[config.mk]
export PLATFORM = sky130hd
export DESIGN_NAME = signal_mask_pending_dispatch_core
export DESIGN_NICKNAME = d
export VERILOG_FILES = /design/src/hdl/smpd_pkg.sv /design/src/hdl/smpd_front.sv /design/src/hdl/smpd_queue.sv /design/src/hdl/smpd_back.sv /design/src/hdl/signal_mask_pending_dispatch_core.sv
export SDC_FILE = /design/constraint.sdc
export NUM_CORES = 1
export LEC_CHECK = 0
export BUFFER_PORTS_ARGS = -buffer_cell sky130_fd_sc_hd__buf_2
export CORE_ASPECT_RATIO = 0.8
export CORE_MARGIN = 3
export CORE_UTILIZATION = 61
export CTS_CLUSTER_SIZE = 28
export DETAILED_ROUTE_END_ITERATION = 6
export PLACE_DENSITY = 0.8
export REMOVE_ABC_BUFFERS = 1
export SYNTH_ARGS = -nofsm -noshare
export SYNTH_HDL_FRONTEND = slang
export SYNTH_HIERARCHICAL = 1
export SYNTH_SLANG_ARGS = --single-unit
[constraint.sdc]
create_clock -name clock -period 13.2 [get_ports clock]
set_input_delay 2.64 -clock clock [delete_from_list [all_inputs] [get_ports clock]]
set_output_delay 2.64 -clock clock [all_outputs]
set_load 0.01 [all_outputs]
[src/hdl/smpd_pkg.sv]
// Shared codes, widths and the queue entry type of the signal mask dispatch block.
package smpd_pkg;

   localparam int MASK_W      = 32;
   localparam int NUM_SIG_DEF = 32;

   localparam logic [2:0] KIND_RAISE    = 3'd0;
   localparam logic [2:0] KIND_KILL     = 3'd1;
   localparam logic [2:0] KIND_BLOCK    = 3'd2;
   localparam logic [2:0] KIND_UNBLOCK  = 3'd3;
   localparam logic [2:0] KIND_SETMASK  = 3'd4;
   localparam logic [2:0] KIND_SETDISP  = 3'd5;
   localparam logic [2:0] KIND_QUERY    = 3'd6;

   localparam logic [1:0] DISP_DEFAULT  = 2'd0;
   localparam logic [1:0] DISP_IGNORE   = 2'd1;
   localparam logic [1:0] DISP_HANDLER  = 2'd2;

   localparam logic [1:0] ACT_STATUS    = 2'd0;
   localparam logic [1:0] ACT_HANDLER   = 2'd1;
   localparam logic [1:0] ACT_ABORT     = 2'd2;

   localparam logic [1:0] STAT_OK       = 2'd0;
   localparam logic [1:0] STAT_INVALID  = 2'd1;
   localparam logic [1:0] STAT_NO_PROC  = 2'd2;

   localparam logic [4:0] ABORT_RESET   = 5'd6;

   // One classified item: the handler deliveries still to be emitted, the
   // abort decision and the fields shared by all results of the item.
   typedef struct packed {
      logic [MASK_W-1:0] hand;
      logic              abort_hit;
      logic [5:0]        abort_sig;
      logic [1:0]        old_disp;
      logic [MASK_W-1:0] old_mask;
      logic [MASK_W-1:0] pending;
      logic [1:0]        status;
   } item_type;

endpackage

[src/hdl/smpd_front.sv]
// Front part: holds masks and dispositions and classifies each accepted item.
module smpd_front #(
   parameter int NUM_SIGNALS = 32
) (
   input  logic              clock,
   input  logic              reset,
   input  logic              accept,
   input  logic [2:0]        kind,
   input  logic [5:0]        signal_number,
   input  logic              target_is_self,
   input  logic [31:0]       mask_value,
   input  logic [1:0]        disposition,
   input  logic              csr_write,
   input  logic [4:0]        csr_abort_signal,
   output smpd_pkg::item_type item
);
   import smpd_pkg::*;

   localparam int SigLimit = (NUM_SIGNALS < MASK_W) ? NUM_SIGNALS : MASK_W;
   localparam int IdxW = $clog2(SigLimit);
   localparam logic [MASK_W-1:0] ValidMask =
      ((SigLimit == MASK_W) ? {MASK_W{1'b1}} : ((MASK_W'(1) << SigLimit) - MASK_W'(1)))
      & ~MASK_W'(1);

   logic [1:0]        disp_ff [SigLimit];
   logic [MASK_W-1:0] blocked_ff, blocked_in;
   logic [MASK_W-1:0] pending_ff, pending_in;
   logic [4:0]        abort_ff, abort_in;
   logic              disp_we;

   logic [MASK_W-1:0] hand_vec, def_vec;
   logic [MASK_W-1:0] sig_bit, abort_bit, low_mask;
   logic [MASK_W-1:0] cand, abort_cand, cleared;
   logic [IdxW-1:0]   sig_idx;
   logic              sig_ok;

   for (genvar i = 0; i < MASK_W; i++) begin : g_vec
      if (i >= 1 && i < SigLimit) begin : g_on
         assign hand_vec[i] = (disp_ff[i] == DISP_HANDLER);
         assign def_vec[i]  = (disp_ff[i] == DISP_DEFAULT);
      end else begin : g_off
         assign hand_vec[i] = 1'b0;
         assign def_vec[i]  = 1'b0;
      end
   end

   assign sig_idx   = signal_number[IdxW-1:0];
   assign sig_ok    = (signal_number != 6'd0) && ({1'b0, signal_number} < 7'(SigLimit));
   assign sig_bit   = MASK_W'(1) << signal_number[4:0];
   assign abort_bit = MASK_W'(1) << abort_ff;
   assign low_mask  = (abort_bit - MASK_W'(1)) | abort_bit;
   assign abort_in  = csr_write ? csr_abort_signal : abort_ff;

   always_comb begin
      blocked_in     = blocked_ff;
      pending_in     = pending_ff;
      disp_we        = 1'b0;
      cand           = '0;
      abort_cand     = '0;
      cleared        = '0;
      item.hand      = '0;
      item.abort_hit = 1'b0;
      item.abort_sig = {1'b0, abort_ff};
      item.old_disp  = DISP_DEFAULT;
      item.old_mask  = '0;
      item.status    = STAT_OK;
      case (kind)
         KIND_RAISE, KIND_KILL: begin
            if (kind == KIND_KILL && !target_is_self) begin
               item.status = STAT_NO_PROC;
            end else if (kind == KIND_KILL && signal_number == 6'd0) begin
               item.status = STAT_OK;
            end else if (!sig_ok) begin
               item.status = STAT_INVALID;
            end else if ((blocked_ff & sig_bit) != '0) begin
               pending_in = pending_ff | sig_bit;
            end else begin
               item.hand      = sig_bit & hand_vec;
               item.abort_hit = ((sig_bit & def_vec & abort_bit) != '0);
            end
         end
         KIND_BLOCK, KIND_UNBLOCK, KIND_SETMASK: begin
            item.old_mask = blocked_ff;
            if (kind == KIND_BLOCK) begin
               blocked_in = blocked_ff | mask_value;
            end else if (kind == KIND_UNBLOCK) begin
               blocked_in = blocked_ff & ~mask_value;
            end else begin
               blocked_in = mask_value;
            end
            // The sweep clears every ready bit, but stops at a default abort signal.
            cand       = pending_ff & ~blocked_in & ValidMask;
            abort_cand = cand & def_vec & abort_bit;
            cleared    = (abort_cand != '0) ? (cand & low_mask) : cand;
            pending_in = pending_ff & ~cleared;
            item.hand      = cleared & hand_vec;
            item.abort_hit = (abort_cand != '0);
         end
         KIND_SETDISP: begin
            if (!sig_ok) begin
               item.status = STAT_INVALID;
            end else begin
               item.old_disp = disp_ff[sig_idx];
               if (disposition > DISP_HANDLER) begin
                  item.status = STAT_INVALID;
               end else begin
                  disp_we = 1'b1;
               end
            end
         end
         KIND_QUERY: begin
            item.old_mask = blocked_ff;
         end
         default: begin
            item.status = STAT_INVALID;
         end
      endcase
      item.pending = pending_in;
   end

   always_ff @(posedge clock) begin
      if (reset) begin
         blocked_ff <= '0;
         pending_ff <= '0;
         abort_ff   <= ABORT_RESET;
         for (int i = 0; i < SigLimit; i++) begin
            disp_ff[i] <= DISP_DEFAULT;
         end
      end else begin
         abort_ff <= abort_in;
         if (accept) begin
            blocked_ff <= blocked_in;
            pending_ff <= pending_in;
            if (disp_we) begin
               disp_ff[sig_idx] <= disposition;
            end
         end
      end
   end

endmodule

[src/hdl/smpd_queue.sv]
// Two-entry queue of classified items between the front and back parts.
module smpd_queue (
   input  logic               clock,
   input  logic               reset,
   input  logic               push,
   input  smpd_pkg::item_type push_item,
   output logic               can_push,
   input  logic               pop,
   output logic               head_valid,
   output smpd_pkg::item_type head_item
);
   import smpd_pkg::*;

   item_type   slot0_ff, slot0_in;
   item_type   slot1_ff, slot1_in;
   logic [1:0] count_ff, count_in;

   assign can_push   = (count_ff != 2'd2);
   assign head_valid = (count_ff != 2'd0);
   assign head_item  = slot0_ff;

   always_comb begin
      slot0_in = slot0_ff;
      slot1_in = slot1_ff;
      count_in = count_ff;
      if (pop) begin
         slot0_in = slot1_ff;
      end
      if (push) begin
         // The new item lands behind whatever remains after the pop.
         if ((count_ff == 2'd0) || (count_ff == 2'd1 && pop)) begin
            slot0_in = push_item;
         end else begin
            slot1_in = push_item;
         end
      end
      count_in = count_ff + 2'(push) - 2'(pop);
   end

   always_ff @(posedge clock) begin
      if (reset) begin
         count_ff <= 2'd0;
      end else begin
         count_ff <= count_in;
      end
      slot0_ff <= slot0_in;
      slot1_ff <= slot1_in;
   end

   a_count_range: assert property (@(posedge clock) disable iff (reset)
      count_ff != 2'd3)
      else $error("queue count out of range");

   a_pop_only: assert property (@(posedge clock) disable iff (reset)
      (pop && !push) |=> (count_ff == $past(count_ff) - 2'd1))
      else $error("queue count did not drop after pop");

endmodule

[src/hdl/smpd_back.sv]
// Back part: turns one classified item into its results, one result a cycle unless rsp_ready stalls the output.
module smpd_back (
   input  logic               clock,
   input  logic               reset,
   input  logic               head_valid,
   input  smpd_pkg::item_type head_item,
   output logic               pop,
   output logic               rsp_valid,
   input  logic               rsp_ready,
   output logic [1:0]         rsp_action,
   output logic [5:0]         rsp_delivered_signal,
   output logic [1:0]         rsp_old_disposition,
   output logic [31:0]        rsp_old_mask,
   output logic [31:0]        rsp_pending_out,
   output logic [1:0]         rsp_status,
   output logic               rsp_last
);
   import smpd_pkg::*;

   item_type          cur_ff, cur_in;
   logic              busy_ff, busy_in;
   logic              out_valid_ff, out_valid_in;
   logic [1:0]        action_ff, action_in;
   logic [5:0]        sig_ff, sig_in;
   logic              last_ff, last_in;
   logic [1:0]        old_disp_ff;
   logic [MASK_W-1:0] old_mask_ff, pending_ff;
   logic [1:0]        status_ff;
   logic              emit;
   logic [MASK_W-1:0] low_bit;
   logic [5:0]        low_idx;

   assign pop     = !busy_ff && head_valid;
   assign emit    = busy_ff && (!out_valid_ff || rsp_ready);
   assign low_bit = cur_ff.hand & (~cur_ff.hand + MASK_W'(1));

   always_comb begin
      low_idx = '0;
      for (int i = 0; i < MASK_W; i++) begin
         if (low_bit[i]) begin
            low_idx = low_idx | 6'(i);
         end
      end
   end

   always_comb begin
      cur_in       = cur_ff;
      busy_in      = busy_ff;
      action_in    = action_ff;
      sig_in       = sig_ff;
      last_in      = last_ff;
      out_valid_in = out_valid_ff && !rsp_ready;
      if (pop) begin
         cur_in  = head_item;
         busy_in = 1'b1;
      end
      if (emit) begin
         out_valid_in = 1'b1;
         if (cur_ff.hand != '0) begin
            action_in   = ACT_HANDLER;
            sig_in      = low_idx;
            last_in     = 1'b0;
            cur_in.hand = cur_ff.hand & ~low_bit;
         end else if (cur_ff.abort_hit) begin
            action_in = ACT_ABORT;
            sig_in    = cur_ff.abort_sig;
            last_in   = 1'b1;
            busy_in   = 1'b0;
         end else begin
            action_in = ACT_STATUS;
            sig_in    = 6'd0;
            last_in   = 1'b1;
            busy_in   = 1'b0;
         end
      end
   end

   always_ff @(posedge clock) begin
      if (reset) begin
         busy_ff      <= 1'b0;
         out_valid_ff <= 1'b0;
      end else begin
         busy_ff      <= busy_in;
         out_valid_ff <= out_valid_in;
      end
      cur_ff    <= cur_in;
      action_ff <= action_in;
      sig_ff    <= sig_in;
      last_ff   <= last_in;
      if (emit) begin
         old_disp_ff <= cur_ff.old_disp;
         old_mask_ff <= cur_ff.old_mask;
         pending_ff  <= cur_ff.pending;
         status_ff   <= cur_ff.status;
      end
   end

   assign rsp_valid            = out_valid_ff;
   assign rsp_action           = action_ff;
   assign rsp_delivered_signal = sig_ff;
   assign rsp_old_disposition  = old_disp_ff;
   assign rsp_old_mask         = old_mask_ff;
   assign rsp_pending_out      = pending_ff;
   assign rsp_status           = status_ff;
   assign rsp_last             = last_ff;

   a_handler_not_last: assert property (@(posedge clock) disable iff (reset)
      (out_valid_ff && action_ff == ACT_HANDLER) |-> (!last_ff && sig_ff != 6'd0))
      else $error("handler result marked last or without a signal");

   a_status_shape: assert property (@(posedge clock) disable iff (reset)
      (out_valid_ff && action_ff == ACT_STATUS) |-> (last_ff && sig_ff == 6'd0))
      else $error("status result malformed");

   a_final_frees: assert property (@(posedge clock) disable iff (reset)
      (emit && cur_ff.hand == '0) |=> (!busy_ff && out_valid_ff && last_ff))
      else $error("back part still busy after the final result");

endmodule

[src/hdl/signal_mask_pending_dispatch_core.sv]
// Top level of the signal mask and pending dispatch block.
//
// An item on the req_ channel (raise, kill, block, unblock, set mask, set
// disposition, query) is classified in the cycle it is accepted: the masks
// and the disposition table are updated at once and the deliveries it causes
// are fixed then. The item then waits in a two-entry queue for the back part.
// The back part emits the results on the rsp_ channel, one per cycle while
// rsp_ready does not stall them: one run-handler result per delivered handler
// signal in rising signal order, then either an abort result or a status-only
// result, which carries last. An accepted item passes through the queue, the
// current-item register and the result register; the back part takes the next
// item once the current one has emitted its last result. Its one-result-per-cycle
// emitter sets the result rate. The front keeps accepting items while the queue
// has room, also while the result register waits on rsp_ready; a stall there
// holds the result and, once the queue fills, deasserts req_ready.
// csr_ writes set the abort signal number and are taken in any cycle.
// Reset clears both masks, sets every disposition to default and the abort
// signal to 6, and empties the queue and the result register.
module signal_mask_pending_dispatch_core #(
   parameter int NUM_SIGNALS = smpd_pkg::NUM_SIG_DEF
) (
   input  logic        clock,
   input  logic        reset,
   input  logic        req_valid,
   output logic        req_ready,
   input  logic [2:0]  req_kind,
   input  logic [5:0]  req_signal_number,
   input  logic        req_target_is_self,
   input  logic [31:0] req_mask_value,
   input  logic [1:0]  req_disposition,
   output logic        rsp_valid,
   input  logic        rsp_ready,
   output logic [1:0]  rsp_action,
   output logic [5:0]  rsp_delivered_signal,
   output logic [1:0]  rsp_old_disposition,
   output logic [31:0] rsp_old_mask,
   output logic [31:0] rsp_pending_out,
   output logic [1:0]  rsp_status,
   output logic        rsp_last,
   input  logic        csr_valid,
   output logic        csr_ready,
   input  logic [4:0]  csr_abort_signal
);
   import smpd_pkg::*;

   item_type front_item, head_item;
   logic     accept, can_push, pop, head_valid;

   assign req_ready = can_push;
   assign accept    = req_valid && can_push;
   assign csr_ready = 1'b1;

   smpd_front #(
      .NUM_SIGNALS(NUM_SIGNALS)
   ) u_front (
      .clock            (clock),
      .reset            (reset),
      .accept           (accept),
      .kind             (req_kind),
      .signal_number    (req_signal_number),
      .target_is_self   (req_target_is_self),
      .mask_value       (req_mask_value),
      .disposition      (req_disposition),
      .csr_write        (csr_valid),
      .csr_abort_signal (csr_abort_signal),
      .item             (front_item)
   );

   smpd_queue u_queue (
      .clock      (clock),
      .reset      (reset),
      .push       (accept),
      .push_item  (front_item),
      .can_push   (can_push),
      .pop        (pop),
      .head_valid (head_valid),
      .head_item  (head_item)
   );

   smpd_back u_back (
      .clock                (clock),
      .reset                (reset),
      .head_valid           (head_valid),
      .head_item            (head_item),
      .pop                  (pop),
      .rsp_valid            (rsp_valid),
      .rsp_ready            (rsp_ready),
      .rsp_action           (rsp_action),
      .rsp_delivered_signal (rsp_delivered_signal),
      .rsp_old_disposition  (rsp_old_disposition),
      .rsp_old_mask         (rsp_old_mask),
      .rsp_pending_out      (rsp_pending_out),
      .rsp_status           (rsp_status),
      .rsp_last             (rsp_last)
   );

endmodule
==> qor.txt <==
Synth Flop Type - edfxtp_1
Final number of hold-violating endpoints - 0
Largest net degree at the start of global routing - 76
Final setup fails - 0
Setup TNS - 0 ns
Sw Share - 0.3109
Leakage - 9.579 nW
WP data required - 13.71 ns
Die height - 184.9 um
Startpoint types - input pin
Remaining DRCs - 0
Share of layout cells above drive strength 1 - 0.2369
GR Overflow Total - 0
R2r worst-path depth - 10
Initial antenna violation count - 6
Post-synth EDFFs - 323
Post-cts sizing count - 0
Pre-Repair DR Iteration Count - 6
Post-route insts no fill - 2777
Clock root buffer - clkbuf_16
CORE AREA - 38840 sq um
Cells after Synth - 2118
TritonCTS clock tree - built
Synthesized area per cell - 11.52 sq um
Synth-to-Final Area Change - 11.49%
GP Congestion - 1.021
Worst-Margin Slew - 1.287 ns
Seq/Total Area, Yosys - 0.5716
Placed insts - 2678
DPL Wire Length - 54820 um
Combinational fraction of design power - 0.257
Internal power - 0.003842 W
WS Path Type - input pin to flip-flop
Slew Limit Fails - 0
Max Fclk - 0.1704 GHz
Reg-to-Reg End - u_queue/head_item[13]$_DFF_P_
Worst VDD drop - 0.1941 mV
Status - completed
Clock Power Share - 0.275
Die width - 229.6 um
Post-layout min period - 5.870 ns
Tot GR Track Use - 0.3686
Flops & latches, synth - 535
Final Cycle Share - 0.4447
H-tree depth - 2
Net load switching power - 0.001733 W
Number of setup buffers added after CTS - 0
Post-Syn Area - 24390 sq um
Worst setup EP type - flip-flop
Flop pwr share - 0.468
Pwr Total - 0.005576 W
Worst R2R Start - u_front/abort_ff[1]$_SDFFE_PP1P_
Synth area leaders - edfxtp_1 40%, dfxtp_1 17%, mux2_2 9.9%
Port-buffer cells - 132
Slew HR - 0.1338
IO Count - 134
Synth top area share - 0.3976
Asr flop ratio synth - 0
Total CTS buffers - 51
Vias - 18879
Vias in the first global route - 18060
RSZ-0062 raised after global routing - false
Hold crit path type - flip-flop to flip-flop
Post-CTS Hold Buffers - 0
Routed Antenna Nets - 0
Worst hold start - u_back/cur_ff[5]$_DFFE_PP_
Hold Path Stages - 0
Final Cell Area - 27200 sq um
Placed cell area - 25420 sq um
Layout Skew - 0.02301 ns
Largest area contributor in the netlist - edfxtp_1
Max-cap viol count - 0
Yosys cell types - 100
Die area - 42440 sq um
WL final - 79180 um
Detailed Route Iter0 Violations - 2767
Insertion delay to the later sink of the worst-skew pair - 0.59 ns
Longest Clk Path Bufs - 3
First-pass GRT wire length - 116600 um
Hold EP - u_back/rsp_pending_out[3]$_DFFE_PP_
DR WL/cell - 28.51 um
PwrDens - 205.0 nW/um^2
Initial core utilization - 0.6281
Yosys warning total - 6
Fin nets - 2259
Worst Path Max Fanout - 27
Drt via density - 6.798
Flop2flop setup slack - 8.62 ns
Clk slew on worst S/H paths - 0.07 ns
Crit path DAT - 6.38 ns
Standard-cell rows - 64
Clock sinks - 535
how the worst max path moves through the flow:
stage	startpoint	to	slack [ns]
5_1_grt	req_signal_number[0]	u_queue/head_item[78]$_DFF_P_	7.23
3_5_place_dp	req_signal_number[0]	u_queue/head_item[78]$_DFF_P_	6.88
3_3_place_gp	req_signal_number[0]	u_queue/head_item[80]$_DFF_P_	6.97
6_report	req_kind[2]	u_queue/head_item[13]$_DFF_P_	7.33
2_1_floorplan	u_queue/count_ff[1]$_SDFF_PP0_	u_queue/slot1_ff[0]$_DFFE_PP_	-0.89
4_1_cts	req_signal_number[0]	u_queue/head_item[78]$_DFF_P_	7.47
synth_stat cells (all sizes together) (8+ instances only):
cell type and count:
nand2b 50, nand2 191, or3b 8, or4 13
a311oi 8, nor2b 34, buf 52, nand3b 15
mux2i 11, a2111oi 13, and2 47, and3 15
edfxtp 323, a221oi 15, a21oi 93, nor2 197
a31oi 28, inv 36, dfxtp 212, nand3 38
nor3b 16, nor4 30, a22o 8, clkbuf 85
o211ai 10, mux4 20, mux2 214, a22oi 58
a211oi 20, o21ai 98, nor3 36, or3 13
power groups by stage:
stage | Sequential, W | Combinational, W | Clock, W
after floorplan | 0.00260 | 0.00102 | 0
after global placement | 0.00261 | 0.00135 | 0
after detailed placement | 0.00263 | 0.00139 | 0
after CTS | 0.00261 | 0.00141 | 0.00155
after global routing | 0.00265 | 0.00153 | 0.00162
final | 0.00261 | 0.00143 | 0.00153
area by class of cell:
type | instances | area (sq um)
well taps | 528 | 660.6
inverters | 40 | 160.2
clock inverters | 34 | 360.3
multi-input cells | 1409 | 9739
flip-flops and latches | 535 | 13940
diodes | 3 | 7.507
fillers | 2764 | 11640
clock buffers | 62 | 1410
repair buffers | 166 | 915.9
worst max-delay path: stages:
cell and delay (ns):
buf_2 0.17, nand3b_4 0.48, a221oi_1 0.80, a22oi_1 0.34
and4_1 0.33, nand4_1 0.13, nor3_1 0.06, buf_4 0.24
a31oi_1 0.34, nor2b_1 0.53, mux2_2 0.27
per-stage QoR:
stage	worst slack (ns)	utilization	hold WS, ns
detailed placement	6.876	0.6545	0.4045
floorplan	-0.8940	-	0.4003
finish	7.330	0.7003	0.4166
global placement	6.975	0.6545	0.4023
global route	7.233	0.7002	0.4234
CTS	7.470	0.7001	0.4157
logic make-up after synthesis:
| group | count (synthesis) | synth area share |
|---|---|---|
| and+or+nand+nor | 726 | 0.1521 |
| DFF | 535 | 0.5716 |
| AOI/OAI and AO/OA | 429 | 0.1201 |
| muxes | 245 | 0.1218 |
| buffers and inverters | 177 | 0.03231 |
| adders and majority gates | 2 | 0.001026 |
| other | 2 | 0.0003079 |
| xor gates and xnor gates | 2 | 0.0007182 |
layout by cell type (no fill, tap or decap), types with 15 or more instances in the layout:
cell,count
buf_2,132
a211oi_1,19
nor3b_1,16
inv_1,36
nor2b_1,34
clkinv_2,15
edfxtp_1,323
and2_1,45
nor2_1,193
dfxtp_1,212
nand2_1,191
o21ai_0,91
a22oi_1,58
mux2_2,214
buf_4,34
and3_1,15
mux4_2,20
nand2b_1,49
nor4_1,28
nand3_1,36
a21oi_1,92
nor3_1,34
a31oi_1,26
clkbuf_16,53
sequential cells by signal, summed over array words and instances, names as in the netlist:
register / flops
u_back/cur_ff: 107
u_queue/head_item: 107
u_queue/slot1_ff: 107
u_front/disp_ff: 64
u_back/rsp_old_mask: 32
u_back/rsp_pending_out: 32
u_front/blocked_ff: 32
u_front/pending_ff: 32
u_back/rsp_delivered_signal: 6
u_front/abort_ff: 5
u_back/rsp_action: 2
u_back/rsp_old_disposition: 2
u_back/rsp_status: 2
u_queue/count_ff: 2
u_back/busy_ff: 1
u_back/rsp_last: 1
u_back/rsp_valid: 1
routing by layer:
layer	global-route usage	wire, um	up-vias
li1	-	-	8091
met1	0.5269	32320	9224
met2	0.5407	33460	1350
met3	0.1113	10490	212
met4	0.1247	2897	2
met5	0	12	-
Note: power is estimated with default switching activity, not from simulation.
